### config.mk
export PLATFORM = sky130hd
export DESIGN_NAME = expression_token_scanner_unit
export DESIGN_NICKNAME = d
export VERILOG_FILES = /design/src/rtl/ets_pkg.sv /design/src/rtl/expression_token_scanner_unit.sv
export SDC_FILE = /design/constraint.sdc
export NUM_CORES = 1
export LEC_CHECK = 0
export BUFFER_PORTS_ARGS = -buffer_cell sky130_fd_sc_hd__clkbuf_2
export CORE_UTILIZATION = 35
export DETAILED_ROUTE_END_ITERATION = 10
export PLACE_DENSITY = 0.61
export SYNTH_ARGS = -nofsm -noshare
export SYNTH_HDL_FRONTEND = slang
export SYNTH_SLANG_ARGS = --single-unit
### constraint.sdc
create_clock -name clk -period 7.55 [get_ports clk]
set_clock_uncertainty 0.15 [all_clocks]
set_input_delay 1.51 -clock clk [delete_from_list [all_inputs] [get_ports clk]]
set_output_delay 1.51 -clock clk [all_outputs]
set_load 0.01 [all_outputs]
### src/rtl/ets_pkg.sv
package ets_pkg;

	localparam int unsigned POSITION_BITS_DEF = 32;
	localparam int unsigned LENGTH_BITS_DEF = 16;
	localparam int unsigned OUT_DEPTH = 4;

	typedef enum logic [3:0] {
		KIND_VAR    = 4'd0,
		KIND_INT    = 4'd1,
		KIND_FLOAT  = 4'd2,
		KIND_PRINT  = 4'd3,
		KIND_IDENT  = 4'd4,
		KIND_NUMBER = 4'd5,
		KIND_ASSIGN = 4'd6,
		KIND_SEMI   = 4'd7,
		KIND_PLUS   = 4'd8,
		KIND_MINUS  = 4'd9,
		KIND_STAR   = 4'd10,
		KIND_SLASH  = 4'd11,
		KIND_LPAREN = 4'd12,
		KIND_RPAREN = 4'd13,
		KIND_END    = 4'd14,
		KIND_ERROR  = 4'd15
	} kind_t;

	typedef enum logic [1:0] {
		ERR_NONE     = 2'd0,
		ERR_BAD_DOT  = 2'd1,
		ERR_UNEXPECT = 2'd2
	} err_t;

	localparam logic [7:0] CH_NUL    = 8'h00;
	localparam logic [7:0] CH_DOT    = 8'h2E;
	localparam logic [7:0] CH_ASSIGN = 8'h3D;
	localparam logic [7:0] CH_SEMI   = 8'h3B;
	localparam logic [7:0] CH_PLUS   = 8'h2B;
	localparam logic [7:0] CH_MINUS  = 8'h2D;
	localparam logic [7:0] CH_STAR   = 8'h2A;
	localparam logic [7:0] CH_SLASH  = 8'h2F;
	localparam logic [7:0] CH_LPAREN = 8'h28;
	localparam logic [7:0] CH_RPAREN = 8'h29;

	// first bytes of an identifier, oldest byte highest
	localparam logic [39:0] KW_VAR   = 40'h00_0076_6172;
	localparam logic [39:0] KW_INT   = 40'h00_0069_6E74;
	localparam logic [39:0] KW_FLOAT = 40'h66_6C6F_6174;
	localparam logic [39:0] KW_PRINT = 40'h70_7269_6E74;

	function automatic logic is_digit(input logic [7:0] c);
		return (c >= 8'h30) && (c <= 8'h39);
	endfunction

	function automatic logic is_letter(input logic [7:0] c);
		return ((c >= 8'h41) && (c <= 8'h5A)) || ((c >= 8'h61) && (c <= 8'h7A));
	endfunction

	function automatic logic is_space(input logic [7:0] c);
		return (c == 8'h20) || ((c >= 8'h09) && (c <= 8'h0D));
	endfunction

	function automatic logic is_operator(input logic [7:0] c);
		return (c == CH_ASSIGN) || (c == CH_SEMI) || (c == CH_PLUS) || (c == CH_MINUS) ||
			(c == CH_STAR) || (c == CH_SLASH) || (c == CH_LPAREN) || (c == CH_RPAREN);
	endfunction

	function automatic kind_t operator_kind(input logic [7:0] c);
		kind_t k;
		unique case (c)
			CH_ASSIGN: k = KIND_ASSIGN;
			CH_SEMI:   k = KIND_SEMI;
			CH_PLUS:   k = KIND_PLUS;
			CH_MINUS:  k = KIND_MINUS;
			CH_STAR:   k = KIND_STAR;
			CH_SLASH:  k = KIND_SLASH;
			CH_LPAREN: k = KIND_LPAREN;
			CH_RPAREN: k = KIND_RPAREN;
			default:   k = KIND_ERROR;
		endcase
		return k;
	endfunction

endpackage

### src/rtl/expression_token_scanner_unit.sv
// expression token scanner
// in channel: one source byte per request on char_in (in_valid / in_ready);
// byte 0 ends the source and the next byte starts a new one at offset 0
// out channel: token requests on token_kind, token_start, token_length,
// has_fraction, error_code, last_of_run (out_valid / out_ready)
// a byte gives zero, one or two tokens; last_of_run marks the final one
// tokens caused by a byte are written into the output queue register when
// the byte is taken, and reach the out side in queue order
// throughput: one byte per cycle while in_ready is high, set by the scan state update;
// a four-entry output queue holds tokens, and in_ready is high while it has
// room for two, so bytes keep flowing while the receiver takes tokens
// a stalled receiver fills the queue and then holds in_ready low
// reset: scanner idle at offset 0, output queue empty
// after an error token the scanner ignores every byte until reset
module expression_token_scanner_unit #(
	parameter int unsigned POSITION_BITS = ets_pkg::POSITION_BITS_DEF,
	parameter int unsigned LENGTH_BITS = ets_pkg::LENGTH_BITS_DEF
) (
	input  logic                     clk,
	input  logic                     arst_n,
	input  logic                     in_valid,
	output logic                     in_ready,
	input  logic [7:0]               char_in,
	output logic                     out_valid,
	input  logic                     out_ready,
	output ets_pkg::kind_t           token_kind,
	output logic [POSITION_BITS-1:0] token_start,
	output logic [LENGTH_BITS-1:0]   token_length,
	output logic                     has_fraction,
	output ets_pkg::err_t            error_code,
	output logic                     last_of_run
);
	import ets_pkg::*;

	localparam int unsigned PTR_BITS = $clog2(OUT_DEPTH);
	localparam int unsigned CNT_BITS = $clog2(OUT_DEPTH + 1);

	typedef enum logic [2:0] {
		MODE_IDLE,
		MODE_IDENT,
		MODE_DIGITS,
		MODE_DOT,
		MODE_FRAC,
		MODE_HALT
	} mode_t;

	// scan state
	mode_t                    mode_q, mode_d;
	logic [POSITION_BITS-1:0] pos_q, pos_d;
	logic [POSITION_BITS-1:0] tok_start_q, tok_start_d;
	logic [LENGTH_BITS-1:0]   tok_len_q, tok_len_d;
	logic [39:0]              prefix_q, prefix_d;

	// output queue
	kind_t                    q_kind_q  [OUT_DEPTH];
	logic [POSITION_BITS-1:0] q_start_q [OUT_DEPTH];
	logic [LENGTH_BITS-1:0]   q_len_q   [OUT_DEPTH];
	logic                     q_frac_q  [OUT_DEPTH];
	err_t                     q_err_q   [OUT_DEPTH];
	logic                     q_last_q  [OUT_DEPTH];
	logic [PTR_BITS-1:0]      wr_ptr_q, rd_ptr_q;
	logic [CNT_BITS-1:0]      count_q;

	logic in_fire, out_fire;

	// token closed by this byte, then token started by it
	logic                     close_v, new_v;
	kind_t                    close_kind, new_kind;
	logic [POSITION_BITS-1:0] close_start;
	logic [LENGTH_BITS-1:0]   close_len, new_len;
	logic                     close_frac;
	err_t                     close_err, new_err;
	logic                     go_idle;

	logic [LENGTH_BITS-1:0]   grow_len;
	logic [39:0]              grow_prefix;
	logic [POSITION_BITS-1:0] pos_next;
	kind_t                    ident_kind;

	assign in_ready  = (count_q <= CNT_BITS'(OUT_DEPTH - 2));
	assign in_fire   = in_valid && in_ready;
	assign out_valid = (count_q != '0);
	assign out_fire  = out_valid && out_ready;

	assign pos_next    = pos_q + POSITION_BITS'(1);
	assign grow_len    = (tok_len_q == '1) ? tok_len_q : tok_len_q + LENGTH_BITS'(1);
	// only the first five bytes feed the keyword compare
	assign grow_prefix = (tok_len_q < LENGTH_BITS'(5)) ? {prefix_q[31:0], char_in} : prefix_q;

	always_comb begin
		if ((tok_len_q == LENGTH_BITS'(3)) && (prefix_q == KW_VAR)) begin
			ident_kind = KIND_VAR;
		end else if ((tok_len_q == LENGTH_BITS'(3)) && (prefix_q == KW_INT)) begin
			ident_kind = KIND_INT;
		end else if ((tok_len_q == LENGTH_BITS'(5)) && (prefix_q == KW_FLOAT)) begin
			ident_kind = KIND_FLOAT;
		end else if ((tok_len_q == LENGTH_BITS'(5)) && (prefix_q == KW_PRINT)) begin
			ident_kind = KIND_PRINT;
		end else begin
			ident_kind = KIND_IDENT;
		end
	end

	always_comb begin
		mode_d      = mode_q;
		pos_d       = pos_q;
		tok_start_d = tok_start_q;
		tok_len_d   = tok_len_q;
		prefix_d    = prefix_q;
		close_v     = 1'b0;
		close_kind  = KIND_NUMBER;
		close_start = tok_start_q;
		close_len   = tok_len_q;
		close_frac  = 1'b0;
		close_err   = ERR_NONE;
		new_v       = 1'b0;
		new_kind    = KIND_END;
		new_len     = '0;
		new_err     = ERR_NONE;
		go_idle     = 1'b0;

		unique case (mode_q)
			MODE_HALT: begin
			end
			MODE_IDENT: begin
				if (is_letter(char_in) || is_digit(char_in)) begin
					tok_len_d = grow_len;
					prefix_d  = grow_prefix;
					pos_d     = pos_next;
				end else begin
					close_v    = 1'b1;
					close_kind = ident_kind;
					go_idle    = 1'b1;
				end
			end
			MODE_DIGITS: begin
				if (is_digit(char_in) || (char_in == CH_DOT)) begin
					tok_len_d = grow_len;
					prefix_d  = grow_prefix;
					pos_d     = pos_next;
					if (char_in == CH_DOT) begin
						mode_d = MODE_DOT;
					end
				end else begin
					close_v = 1'b1;
					go_idle = 1'b1;
				end
			end
			MODE_DOT: begin
				if (is_digit(char_in)) begin
					tok_len_d = grow_len;
					prefix_d  = grow_prefix;
					pos_d     = pos_next;
					mode_d    = MODE_FRAC;
				end else begin
					// dot without a following digit
					close_v     = 1'b1;
					close_kind  = KIND_ERROR;
					close_start = pos_q;
					close_len   = '0;
					close_err   = ERR_BAD_DOT;
					mode_d      = MODE_HALT;
				end
			end
			MODE_FRAC: begin
				if (is_digit(char_in)) begin
					tok_len_d = grow_len;
					prefix_d  = grow_prefix;
					pos_d     = pos_next;
				end else begin
					close_v    = 1'b1;
					close_frac = 1'b1;
					go_idle    = 1'b1;
				end
			end
			MODE_IDLE: begin
				go_idle = 1'b1;
			end
			default: begin
				go_idle = 1'b1;
			end
		endcase

		// byte starts something new
		if (go_idle) begin
			mode_d = MODE_IDLE;
			if (is_space(char_in)) begin
				pos_d = pos_next;
			end else if (is_digit(char_in) || is_letter(char_in)) begin
				tok_start_d = pos_q;
				tok_len_d   = LENGTH_BITS'(1);
				prefix_d    = {32'd0, char_in};
				pos_d       = pos_next;
				mode_d      = is_digit(char_in) ? MODE_DIGITS : MODE_IDENT;
			end else if (is_operator(char_in)) begin
				new_v    = 1'b1;
				new_kind = operator_kind(char_in);
				new_len  = LENGTH_BITS'(1);
				pos_d    = pos_next;
			end else if (char_in == CH_NUL) begin
				// end of source, next source starts at offset 0
				new_v       = 1'b1;
				new_kind    = KIND_END;
				pos_d       = '0;
				tok_start_d = '0;
				tok_len_d   = '0;
				prefix_d    = '0;
			end else begin
				new_v    = 1'b1;
				new_kind = KIND_ERROR;
				new_err  = ERR_UNEXPECT;
				mode_d   = MODE_HALT;
			end
		end
	end

	// scan state registers
	always_ff @(posedge clk or negedge arst_n) begin
		if (!arst_n) begin
			mode_q      <= MODE_IDLE;
			pos_q       <= '0;
			tok_start_q <= '0;
			tok_len_q   <= '0;
			prefix_q    <= '0;
		end else if (in_fire) begin
			mode_q      <= mode_d;
			pos_q       <= pos_d;
			tok_start_q <= tok_start_d;
			tok_len_q   <= tok_len_d;
			prefix_q    <= prefix_d;
		end
	end

	logic                push_close, push_new;
	logic [PTR_BITS-1:0] new_slot;
	logic [1:0]          push_n;

	assign push_close = in_fire && close_v;
	assign push_new   = in_fire && new_v;
	assign new_slot   = wr_ptr_q + PTR_BITS'(push_close);
	assign push_n     = 2'(push_close) + 2'(push_new);

	// queue payload, no reset needed
	always_ff @(posedge clk) begin
		if (push_close) begin
			q_kind_q[wr_ptr_q]  <= close_kind;
			q_start_q[wr_ptr_q] <= close_start;
			q_len_q[wr_ptr_q]   <= close_len;
			q_frac_q[wr_ptr_q]  <= close_frac;
			q_err_q[wr_ptr_q]   <= close_err;
			q_last_q[wr_ptr_q]  <= !new_v;
		end
		if (push_new) begin
			q_kind_q[new_slot]  <= new_kind;
			q_start_q[new_slot] <= pos_q;
			q_len_q[new_slot]   <= new_len;
			q_frac_q[new_slot]  <= 1'b0;
			q_err_q[new_slot]   <= new_err;
			q_last_q[new_slot]  <= 1'b1;
		end
	end

	// queue pointers
	always_ff @(posedge clk or negedge arst_n) begin
		if (!arst_n) begin
			wr_ptr_q <= '0;
			rd_ptr_q <= '0;
			count_q  <= '0;
		end else begin
			wr_ptr_q <= wr_ptr_q + PTR_BITS'(push_n);
			if (out_fire) begin
				rd_ptr_q <= rd_ptr_q + PTR_BITS'(1);
			end
			count_q <= count_q + CNT_BITS'(push_n) - CNT_BITS'(out_fire);
		end
	end

	assign token_kind   = q_kind_q[rd_ptr_q];
	assign token_start  = q_start_q[rd_ptr_q];
	assign token_length = q_len_q[rd_ptr_q];
	assign has_fraction = q_frac_q[rd_ptr_q];
	assign error_code   = q_err_q[rd_ptr_q];
	assign last_of_run  = q_last_q[rd_ptr_q];

	// queue never overfills
	a_count_bound: assert property (@(posedge clk) disable iff (!arst_n)
		count_q <= CNT_BITS'(OUT_DEPTH))
		else $error("output queue over depth");

	// a halted scanner stays halted
	a_halt_sticky: assert property (@(posedge clk) disable iff (!arst_n)
		(mode_q == MODE_HALT) |=> (mode_q == MODE_HALT))
		else $error("scanner left halt without reset");

	// end of source returns the position to zero
	a_end_rewind: assert property (@(posedge clk) disable iff (!arst_n)
		(in_fire && (mode_q == MODE_IDLE) && (char_in == CH_NUL)) |=> (pos_q == '0))
		else $error("position not rewound after end");

	// halted bytes produce no tokens
	a_halt_silent: assert property (@(posedge clk) disable iff (!arst_n)
		(in_fire && (mode_q == MODE_HALT) && !out_fire) |=> $stable(count_q))
		else $error("token produced while halted");

endmodule

==> results.json, run 1 <==
{
  "drt_drc_violations_left": 0,
  "p_per_area_nw_per_um2": 337.2,
  "tns_ns": 0,
  "first_pass_grt_wire_length_um": 70110,
  "route.final.wire_length_um": 44250,
  "globalRouteTotalUtil_pct": 17.84,
  "setup_slack_ns": 2.160,
  "drt_pass1_iterations": 5,
  "layout-area-overhead-vs-synth_pct": 13.56,
  "place.gp.congestion": 0.8599,
  "maxCapViolations": 0,
  "synth_fp_nets": 1513,
  "post_cts_hold_buffer_count": 0,
  "rsz0062_at_grt": "no",
  "number_of_antenna_cells_inserted": 0,
  "htreeDepth": 2,
  "finalHoldWorstSlack_ns": 0.3059,
  "cp-start-kind": "primary input",
  "globalRoute.totalOverflow": 0,
  "p_leak_nw": 7.542,
  "tritoncts_clock_tree": "yes",
  "grt_pass1_vias": 12080,
  "synth_area_um2": 17310,
  "timing_worst_slew_pin_value_ns": 1.291,
  "io_pins": 70,
  "post_drt_wl_per_cell_um": 20.12,
  "setup.worst_path.class": "primary input to register",
  "die_w_um": 224.4,
  "timing.slew.headroom_pct": 13.83,
  "final_layout_size_suffix_gt1_share_pct": 23.97,
  "dieHeight_um": 224.4,
  "yosys_warnings": 0,
  "worstPathMaxFanout": 34,
  "worstSetupEndpointType": "register",
  "post-cts-setup-buffers": 0,
  "cts.sink_count": 354,
  "met1_length_um": 19730,
  "maxUsedRoutingLayer": "met4",
  "report.final.hold_viol_count": 0,
  "synthCells": 1489,
  "via_per_inst": 5.523,
  "synth_simple_gate_area_share_pct": 13.30,
  "detail-route-antenna-nets": 0,
  "finalNetCount": 1527,
  "critical_path_arrival_ns": 5.44,
  "setup_viol": 0,
  "port_buffers": 69,
  "vias": 12140,
  "cts_buf_count": 40,
  "yosysSeqAreaShare_pct": 53.48,
  "netlist_top_cells_area": "sky130_fd_sc_hd__edfxtp_1 26%, sky130_fd_sc_hd__dfrtp_1 19%, sky130_fd_sc_hd__dfxtp_1 8.3%",
  "ys_dominant_reg_cell": "sky130_fd_sc_hd__edfxtp_1",
  "yosys.cell_types.count": 79,
  "met2_wirelength_um": 21420,
  "cts.reportedPaths.clkPinSlew_ns": 0.06,
  "final_core_utilization_pct": 40.25,
  "detailedPlacementHpwl_um": 27770,
  "std_cell_rows": 81,
  "required_ns": 7.60,
  "fp.dieArea_um2": 50360,
  "finalMaxSlewViolations": 0,
  "synth.mux.area_fraction_pct": 16.38,
  "place_worst_setup_slack_ns": 1.550,
  "grt_max_degree": 75,
  "irDropWorstVdd_uv": 230.9,
  "synth_compound_gate_area_share_pct": 11.69,
  "cts_resized": 0,
  "detailroute.wirelength.met3_um": 2007,
  "final-instance-count-excl-fill": 2199,
  "rrSetupSlack_ns": 3.27,
  "nFillCells": 4650,
  "post-layout-total-power_mw": 6.630,
  "initial_util_pct": 35.44,
  "yosysTopAreaCell": "sky130_fd_sc_hd__edfxtp_1",
  "combinational_family_with_the_most_area_after_synthesis": "multiplexers",
  "placed_cells": 2125,
  "clock_path_buffers": 3,
  "synthAdderAreaFrac_pct": 0.9683,
  "post_synth_edffs": 152,
  "worst_hold_path_type": "register to register",
  "synth_area_per_cell_um2": 11.63,
  "drt_iter0_markers": 1040,
  "synth.top_cell.area_share_pct": 26.36,
  "max_freq_ghz": 0.1855,
  "yosys_register_bits": 354,
  "share_of_the_clock_period_used_by_the_worst_path_after_layout_pct": 71.40,
  "synth_xor_area_share_pct": 0.8094,
  "run_status": "finished clean",
  "final_area_um2": 19660,
  "timing.final.crit_period_ns": 5.390,
  "floorplan.core_area_um2": 48850,
  "detailed_place.area_um2": 18250,
  "clockRootBuffer": "sky130_fd_sc_hd__clkbuf_16",
  "clkLatencyLatePin_ns": 0.57,
  "async_flop_share_pct": 36.72,
  "antenna_found_initial": 0
}
==> area by class of cell <==
class	instances	area (um^2)	share of cell area [%]
clock buffer	57	1167	5.937
clock inverter	17	246.5	1.254
inverter	18	67.56	0.3436
multi-input combinational	992	7512	38.21
sequential	354	9264	47.11
tap	664	830.8	4.225
timing repair buffer	97	574.3	2.921
==> cells in the mapped netlist, types with 4 or more instances <==
master,n
sky130_fd_sc_hd__o31ai_1,72
sky130_fd_sc_hd__mux2_1,11
sky130_fd_sc_hd__a21o_1,4
sky130_fd_sc_hd__nand2_1,162
sky130_fd_sc_hd__edfxtp_1,152
sky130_fd_sc_hd__nor4_1,13
sky130_fd_sc_hd__a22o_1,41
sky130_fd_sc_hd__a21oi_1,54
sky130_fd_sc_hd__nor2_1,68
sky130_fd_sc_hd__a31oi_1,10
sky130_fd_sc_hd__nand2b_1,11
sky130_fd_sc_hd__and2_1,8
sky130_fd_sc_hd__buf_1,6
sky130_fd_sc_hd__nor3_1,31
sky130_fd_sc_hd__or2_2,4
sky130_fd_sc_hd__buf_2,17
sky130_fd_sc_hd__a211oi_1,5
sky130_fd_sc_hd__inv_1,18
sky130_fd_sc_hd__dfrtp_1,130
sky130_fd_sc_hd__clkbuf_1,97
sky130_fd_sc_hd__dfxtp_1,72
sky130_fd_sc_hd__xor2_1,6
sky130_fd_sc_hd__xnor2_1,10
sky130_fd_sc_hd__mux2_2,119
sky130_fd_sc_hd__nand3_1,90
sky130_fd_sc_hd__nor2b_1,9
sky130_fd_sc_hd__and3_1,7
sky130_fd_sc_hd__or4_1,11
sky130_fd_sc_hd__mux2i_1,11
sky130_fd_sc_hd__ha_1,11
sky130_fd_sc_hd__o21ai_0,72
sky130_fd_sc_hd__nand4_1,15
sky130_fd_sc_hd__a41oi_1,4
sky130_fd_sc_hd__mux4_2,56
sky130_fd_sc_hd__or3_1,15
==> path summary, 6_finish.rpt <==
| check | from | to | cells after the start |
|---|---|---|---|
| worst max-delay path | char_in[1] | q_start_q[1][10] | 13 |
| worst min-delay path | q_frac_q[2] | q_frac_q[2] | 2 |
| worst max register to register | mode_q[1] | q_start_q[1][10] | 11 |
| worst min register to register | q_frac_q[2] | q_frac_q[2] | 2 |
| max in group asynchronous | arst_n | tok_start_q[24] | 2 |
| min in group asynchronous | arst_n | count_q[2] | 1 |
==> metal layers <==
metal	GRT usage (%)	up-vias
met2	29.11	293
li1	-	5679
met5	0	-
met1	24.22	6100
met3	2.848	72
met4	5.815	0
==> power by group <==
group          leakage (nW)  internal [mW]  switching (mW)  total (mW)
sequential             3.87           2.29           0.275        2.57
combinational          2.98          0.787            1.20        1.99
clock                 0.695           1.26           0.817        2.08
total                  7.54           4.34            2.29        6.63
==> cell usage in the layout, fill, tap and decap left out, types with 5 or more instances in the layout <==
| cell type | instances |
|---|---|
| sky130_fd_sc_hd__a211oi_1 | 5 |
| sky130_fd_sc_hd__a21oi_1 | 54 |
| sky130_fd_sc_hd__a22o_1 | 41 |
| sky130_fd_sc_hd__a31oi_1 | 10 |
| sky130_fd_sc_hd__and2_1 | 8 |
| sky130_fd_sc_hd__and3_1 | 7 |
| sky130_fd_sc_hd__buf_4 | 27 |
| sky130_fd_sc_hd__bufinv_16 | 5 |
| sky130_fd_sc_hd__clkbuf_1 | 9 |
| sky130_fd_sc_hd__clkbuf_16 | 42 |
| sky130_fd_sc_hd__clkbuf_2 | 68 |
| sky130_fd_sc_hd__clkbuf_8 | 6 |
| sky130_fd_sc_hd__clkinv_2 | 7 |
| sky130_fd_sc_hd__dfrtp_1 | 128 |
| sky130_fd_sc_hd__dfxtp_1 | 72 |
| sky130_fd_sc_hd__edfxtp_1 | 152 |
| sky130_fd_sc_hd__ha_1 | 11 |
| sky130_fd_sc_hd__inv_1 | 18 |
| sky130_fd_sc_hd__mux2_1 | 11 |
| sky130_fd_sc_hd__mux2_2 | 119 |
| sky130_fd_sc_hd__mux2i_1 | 11 |
| sky130_fd_sc_hd__mux4_2 | 56 |
| sky130_fd_sc_hd__nand2_1 | 156 |
| sky130_fd_sc_hd__nand2_2 | 6 |
| sky130_fd_sc_hd__nand2b_1 | 11 |
| sky130_fd_sc_hd__nand3_1 | 90 |
| sky130_fd_sc_hd__nand4_1 | 15 |
| sky130_fd_sc_hd__nor2_1 | 64 |
| sky130_fd_sc_hd__nor2_2 | 5 |
| sky130_fd_sc_hd__nor2b_1 | 9 |
| sky130_fd_sc_hd__nor3_1 | 31 |
| sky130_fd_sc_hd__nor4_1 | 13 |
| sky130_fd_sc_hd__o21ai_0 | 71 |
| sky130_fd_sc_hd__o31ai_1 | 72 |
| sky130_fd_sc_hd__or3_1 | 15 |
| sky130_fd_sc_hd__or4_1 | 11 |
| sky130_fd_sc_hd__xnor2_1 | 10 |
| sky130_fd_sc_hd__xor2_1 | 6 |
==> worst max-delay path, cell delays in order <==
cell	delay, ns
sky130_fd_sc_hd__clkbuf_2	0.18
sky130_fd_sc_hd__or4_4	0.59
sky130_fd_sc_hd__o22ai_4	0.19
sky130_fd_sc_hd__o21ai_0	0.13
sky130_fd_sc_hd__a21oi_1	0.48
sky130_fd_sc_hd__nor2_1	0.08
sky130_fd_sc_hd__nor2_1	0.19
sky130_fd_sc_hd__ha_1	0.23
sky130_fd_sc_hd__xnor2_1	0.21
sky130_fd_sc_hd__nand2_1	0.13
sky130_fd_sc_hd__or3_1	0.69
sky130_fd_sc_hd__nand2_2	0.29
sky130_fd_sc_hd__buf_4	0.50
==> sequential cells by signal (all words and copies together) (netlist names), 8 cells and up <==
name and count:
q_start_q 128, q_len_q 64, prefix_q 40, pos_q 32, tok_start_q 32, q_kind_q 16
tok_len_q 16, q_err_q 8
==> kinds of logic (layout without fill, tap and decap cells) <==
kind of cell    Yosys count  in the layout
flops                   354            354
buf+inv                 143            189
xor+xnor                 16             16
fa+ha+maj                13             13
simple gates            467            467
compound gates          299            299
mux                     197            197
Note: power is estimated with default switching activity, not from simulation.
==> inputs of run 2 (changes only) <==
==> constraint.sdc (replaced) <==
create_clock -name clk -period 5.4 [get_ports clk]
set_clock_uncertainty 0.15 [all_clocks]
set_input_delay 1.08 -clock clk [delete_from_list [all_inputs] [get_ports clk]]
set_output_delay 1.08 -clock clk [all_outputs]
set_load 0.01 [all_outputs]
==> results.json, run 2 (synthesis results as in run 1) <==
{
  "power.share.clock_pct": 30.6,
  "proportion_of_total_power_due_to_net_switching_pct": 34.38,
  "port_buffers": 69,
  "cts.reportedPaths.clkPinSlew_ns": 0.06,
  "timing.slew.headroom_pct": 23.76,
  "drt_iter0_markers": 1092,
  "comb_power_share_pct": 30.4,
  "grt_util_met1_pct": 24.11,
  "tritoncts_clock_tree": "yes",
  "p_leak_nw": 7.585,
  "htreeDepth": 2,
  "clockRootBuffer": "sky130_fd_sc_hd__clkbuf_16",
  "required_ns": 5.56,
  "io_pins": 70,
  "p_seq_share_pct": 39.0,
  "via_per_inst": 5.526,
  "grt_max_degree": 89,
  "fp.dieArea_um2": 50360,
  "share_of_the_clock_period_used_by_the_worst_path_after_layout_pct": 77.66,
  "drt_drc_violations_left": 0,
  "grt_util_met3_pct": 2.456,
  "timing.final.crit_period_ns": 4.194,
  "timing_worst_slew_pin_value_ns": 1.135,
  "worstSetupEndpointType": "register",
  "worstPathMaxFanout": 32,
  "launch_point_of_the_critical_path": "char_in[1]",
  "final_layout_size_suffix_gt1_share_pct": 24.19,
  "nFillCells": 4692,
  "clock_path_buffers": 3,
  "layout.cells.most_common_list": "156 x sky130_fd_sc_hd__nand2_1, 152 x sky130_fd_sc_hd__edfxtp_1, 128 x sky130_fd_sc_hd__dfrtp_1",
  "critical_path_arrival_ns": 4.35,
  "antenna_found_initial": 0,
  "post_cts_hold_buffer_count": 0,
  "layout-area-overhead-vs-synth_pct": 14.03,
  "groute.layer.met2.usage_pct": 28.62,
  "multi_input_area_um2": 7512,
  "maxCapViolations": 0,
  "detail-route-antenna-nets": 0,
  "sequential_cell_area_um2": 9264,
  "mostFrequentLayoutCell": "sky130_fd_sc_hd__nand2_1",
  "globalRoute.totalOverflow": 0,
  "power.net_switching_mw": 3.183,
  "r2r_end": "q_start_q[3][20]",
  "critical-path-slowest-cell": "sky130_fd_sc_hd__or4_4",
  "final-instance-count-excl-fill": 2206,
  "rsz0062_at_grt": "no",
  "r2r_start": "mode_q[1]",
  "setup_viol": 0,
  "tns_ns": 0,
  "cell_internal_pwr_mw": 6.075,
  "post-layout-total-power_mw": 9.258,
  "globalRouteTotalUtil_pct": 17.61,
  "run_status": "finished clean",
  "placed_cells": 2134,
  "die_w_um": 224.4,
  "irDropWorstVdd_uv": 433.7,
  "ff2ff_path_depth": 12,
  "cpPeakStageDelay_ns": 0.59,
  "detailedPlacementHpwl_um": 27200,
  "max_freq_ghz": 0.2385,
  "worst_hold_path_type": "register to register",
  "post-cts-setup-buffers": 0,
  "floorplan.core_area_um2": 48850,
  "std_cell_rows": 81,
  "p_per_area_nw_per_um2": 468.9,
  "route.final.wire_length_um": 43650,
  "vias": 12190,
  "clkLatencyLatePin_ns": 0.57,
  "critical_path.endpoint": "q_start_q[3][20]",
  "top_regs": "q_start_q: 128 flops, q_len_q: 64 flops, prefix_q: 40 flops",
  "initial_util_pct": 35.44,
  "post_drt_wl_per_cell_um": 19.79,
  "cts_buf_count": 39,
  "setup.worst_path.class": "primary input to register",
  "report.final.hold_viol_count": 0,
  "rrSetupSlack_ns": 1.67,
  "cp_cell_sequence": "clkbuf_2 -> or4_4 -> o22ai_4 -> o21ai_0 -> a21oi_1 -> buf_4 -> nor2_1 -> nor2_1 -> ha_1 -> xor2_1 -> nand2_1 -> nor3_2 -> nor2_2 -> buf_4 -> mux2_2",
  "finalNetCount": 1535,
  "largest-register": "q_start_q",
  "dieHeight_um": 224.4,
  "place.gp.congestion": 0.9194,
  "finalMaxSlewViolations": 0,
  "cts_resized": 0,
  "cp-start-kind": "primary input",
  "drt_pass1_iterations": 5,
  "grt_busiest_layer": "met2",
  "grt_pass1_vias": 12080,
  "cts.sink_count": 354,
  "number_of_antenna_cells_inserted": 0,
  "final_core_utilization_pct": 40.42,
  "first_pass_grt_wire_length_um": 69570,
  "largest_reg_flops": 128
}
run 2: cell count changes in the layout (fill, tap and decap cells not counted):
cell / previous run / this run
sky130_fd_sc_hd__inv_4: 0 / 1
sky130_fd_sc_hd__inv_6: 2 / 1
sky130_fd_sc_hd__clkbuf_1: 9 / 8
sky130_fd_sc_hd__clkbuf_16: 42 / 41
sky130_fd_sc_hd__buf_12: 1 / 6
sky130_fd_sc_hd__clkinvlp_4: 1 / 0
sky130_fd_sc_hd__clkinv_2: 7 / 6
sky130_fd_sc_hd__clkinv_1: 0 / 3
sky130_fd_sc_hd__clkinv_8: 1 / 0
sky130_fd_sc_hd__buf_4: 27 / 31
run 2: how the worst min path moves through the flow:
| stage | startpoint | endpoint | slack [ns] | cells past startpoint |
|---|---|---|---|---|
| floorplan | q_frac_q[2] | q_frac_q[2] | 0.28 | 2 |
| global placement | q_frac_q[1] | q_frac_q[1] | 0.29 | 2 |
| detailed placement | q_frac_q[1] | q_frac_q[1] | 0.30 | 2 |
| CTS | q_frac_q[1] | q_frac_q[1] | 0.31 | 2 |
| global route | q_frac_q[1] | q_frac_q[1] | 0.33 | 2 |
| finish | q_len_q[2][4] | q_len_q[2][4] | 0.32 | 2 |
run 2: cell type report:
class	count	share of cell area [%]
Clock buffer	55	5.767
Clock inverter	17	1.147
Inverter	18	0.3422
Multi-Input combinational cell	992	38.05
Sequential cell	354	46.92
Tap cell	664	4.208
Timing Repair Buffer	106	3.568
run 2: metrics by stage:
step / setup WS [ns] / instance area (um^2) / hold slack, ns
after CTS: 1.257 / 19740 / 0.3149
after floorplan: 0.4388 / 17310 / 0.2831
after global routing: 0.9468 / 19740 / 0.3303
after global placement: 0.7190 / 18380 / 0.2948
final: 1.206 / 19740 / 0.3178
after detailed placement: 0.6540 / 18380 / 0.3030
run 2: worst max-delay path, delay by kind of cell:
| kind | cells | cell delay (ns) |
|---|---|---|
| simple gates | 6 | 1.19 |
| buf+inv | 3 | 0.66 |
| compound gates | 3 | 0.47 |
| mux | 1 | 0.34 |
| xor+xnor | 1 | 0.33 |
| fa+ha+maj | 1 | 0.23 |
run 2: power groups by stage:
| stage | Combinational (mW) | Sequential, mW | Clock (mW) |
|---|---|---|---|
| 4_1_cts | 2.85 | 3.61 | 2.89 |
| 2_1_floorplan | 2.08 | 3.39 | 0 |
| 6_report | 2.81 | 3.61 | 2.83 |
| 5_1_grt | 3.04 | 3.67 | 2.99 |
| 3_3_place_gp | 2.80 | 3.65 | 0 |
| 3_5_place_dp | 2.84 | 3.67 | 0 |
run 2: routing by layer:
metal  vias up  routed length [um]
met5         -                   0
met4         0                1019
met3        63                2363
met2       356               21000
met1      6080               19270
li1       5692                   -
==> inputs of run 3 (changes only) <==
==> constraint.sdc (replaced) <==
create_clock -name clk -period 4.23 [get_ports clk]
set_clock_uncertainty 0.15 [all_clocks]
set_input_delay 0.846 -clock clk [delete_from_list [all_inputs] [get_ports clk]]
set_output_delay 0.846 -clock clk [all_outputs]
set_load 0.01 [all_outputs]
==> results.json, run 3 (synthesis results as in run 1) <==
{
  "clockRootBuffer": "sky130_fd_sc_hd__clkbuf_16",
  "via_per_inst": 5.492,
  "drt_iter0_markers": 1068,
  "share_of_the_clock_period_used_by_the_worst_path_after_layout_pct": 83.72,
  "timing_worst_slew_pin_value_ns": 0.7783,
  "post-cts-setup-buffers": 0,
  "initial_util_pct": 35.44,
  "cts.sink_count": 354,
  "route.final.wire_length_um": 44350,
  "grt_pass1_vias": 12220,
  "report.final.hold_viol_count": 0,
  "maxCapViolations": 0,
  "cts.reportedPaths.clkPinSlew_ns": 0.06,
  "finalMaxSlewViolations": 0,
  "detail-route-antenna-nets": 0,
  "io_pins": 70,
  "max_freq_ghz": 0.2824,
  "vias": 12240,
  "r2r_end": "count_q[2]",
  "dieHeight_um": 224.4,
  "final-instance-count-excl-fill": 2229,
  "place.gp.congestion": 0.8650,
  "finalNetCount": 1558,
  "layout-area-overhead-vs-synth_pct": 15.42,
  "worstPathMaxFanout": 22,
  "run_status": "finished clean",
  "p_per_area_nw_per_um2": 590.2,
  "nFillCells": 4675,
  "globalRoute.totalOverflow": 0,
  "globalRouteTotalUtil_pct": 17.84,
  "worst_hold_path_type": "primary input to async pin",
  "placed_cells": 2156,
  "timing.final.crit_period_ns": 3.541,
  "post_cts_hold_buffer_count": 0,
  "mostFrequentLayoutCell": "sky130_fd_sc_hd__nand2_1",
  "post-layout-total-power_mw": 11.79,
  "htreeDepth": 2,
  "required_ns": 4.37,
  "setup_viol": 0,
  "worstSetupEndpointType": "register",
  "critical_path_arrival_ns": 3.68,
  "timing.slew.headroom_pct": 47.98,
  "top_regs": "q_start_q: 128 flops, q_len_q: 64 flops, prefix_q: 40 flops",
  "ff2ff_path_depth": 14,
  "floorplan.core_area_um2": 48850,
  "final_layout_size_suffix_gt1_share_pct": 25.37,
  "setup.worst_path.class": "primary input to register",
  "layout.cells.most_common_list": "156 x sky130_fd_sc_hd__nand2_1, 152 x sky130_fd_sc_hd__edfxtp_1, 128 x sky130_fd_sc_hd__dfrtp_1",
  "rrSetupSlack_ns": 0.86,
  "tns_ns": 0,
  "rsz0062_at_grt": "no",
  "die_w_um": 224.4,
  "cp-start-kind": "primary input",
  "antenna_found_initial": 0,
  "fp.dieArea_um2": 50360,
  "port_buffers": 69,
  "tritoncts_clock_tree": "yes",
  "detailedPlacementHpwl_um": 28420,
  "r2r_start": "mode_q[2]",
  "clkLatencyLatePin_ns": 0.56,
  "post_drt_wl_per_cell_um": 19.90,
  "cts_resized": 0,
  "drt_drc_violations_left": 0,
  "largest_reg_flops": 128,
  "grt_max_degree": 73,
  "cts_buf_count": 40,
  "largest-register": "q_start_q",
  "first_pass_grt_wire_length_um": 70680,
  "std_cell_rows": 81,
  "drt_pass1_iterations": 5,
  "number_of_antenna_cells_inserted": 0,
  "finalHoldWorstSlack_ns": 0.1244,
  "final_core_utilization_pct": 40.91,
  "p_leak_nw": 7.709,
  "irDropWorstVdd_uv": 316.1,
  "clock_path_buffers": 3
}
==> run 3: cell types whose count changed in the layout (fill, tap and decap cells not counted), sizes merged <==
cell / delta
clkinvlp: +1
buf: +22
inv: -1
clkinv: +5
bufinv: -4
==> run 3: cell type report <==
cell class | instances | area [um^2] | share of cell area [%]
Tap cell | 664 | 830.8 | 4.157
Timing Repair Buffer | 128 | 982.2 | 4.915
Clock buffer | 55 | 1180 | 5.904
Clock inverter | 18 | 127.6 | 0.6386
Multi-Input combinational cell | 992 | 7532 | 37.69
Sequential cell | 354 | 9264 | 46.36
Inverter | 18 | 67.56 | 0.3381
==> run 3: metrics by stage <==
step / instance area, um^2 / setup WS (ns)
global route: 19980 / 0.4000
detailed placement: 18680 / 0.1377
global placement: 18680 / 0.1023
finish: 19980 / 0.6887
floorplan: 17340 / 0.04599
CTS: 19980 / 0.6969
==> run 3: worst max path at each step <==
stage | start | to
3_5_place_dp | char_in[1] | q_kind_q[3][0]
3_3_place_gp | char_in[1] | q_kind_q[3][0]
2_1_floorplan | char_in[1] | count_q[2]
5_1_grt | char_in[1] | q_start_q[3][27]
4_1_cts | rd_ptr_q[0] | token_start[22]
6_report | char_in[1] | q_kind_q[3][0]
==> run 3: layer usage <==
| metal | GRT usage, % | routed length (um) | vias up |
|---|---|---|---|
| met5 | 0 | 0 | - |
| met2 | 28.80 | 21010 | 277 |
| met1 | 24.70 | 20380 | 6165 |
| li1 | - | - | 5740 |
| met3 | 2.717 | 2010 | 59 |
| met4 | 5.398 | 958 | 0 |
==> run 3: power by group <==
| part | switching (mW) | internal [mW] | leakage [nW] |
|---|---|---|---|
| combinational | 2.23 | 1.58 | 3.19 |
| clock | 1.41 | 2.02 | 0.650 |
| sequential | 0.469 | 4.09 | 3.87 |
| total | 4.11 | 7.68 | 7.71 |
==> run 3: critical path, stage by stage <==
cell                       delay [ns]
sky130_fd_sc_hd__clkbuf_2        0.13
sky130_fd_sc_hd__or4_4           0.57
sky130_fd_sc_hd__o22ai_4         0.14
sky130_fd_sc_hd__o21ai_0         0.11
sky130_fd_sc_hd__a21oi_1         0.19
sky130_fd_sc_hd__nor2_1          0.06
sky130_fd_sc_hd__nor2_1          0.16
sky130_fd_sc_hd__ha_1            0.23
sky130_fd_sc_hd__xor2_1          0.31
sky130_fd_sc_hd__nand2_1         0.13
sky130_fd_sc_hd__or3_1           0.38
sky130_fd_sc_hd__buf_4           0.25
sky130_fd_sc_hd__nor2_1          0.12
sky130_fd_sc_hd__a21oi_1         0.04
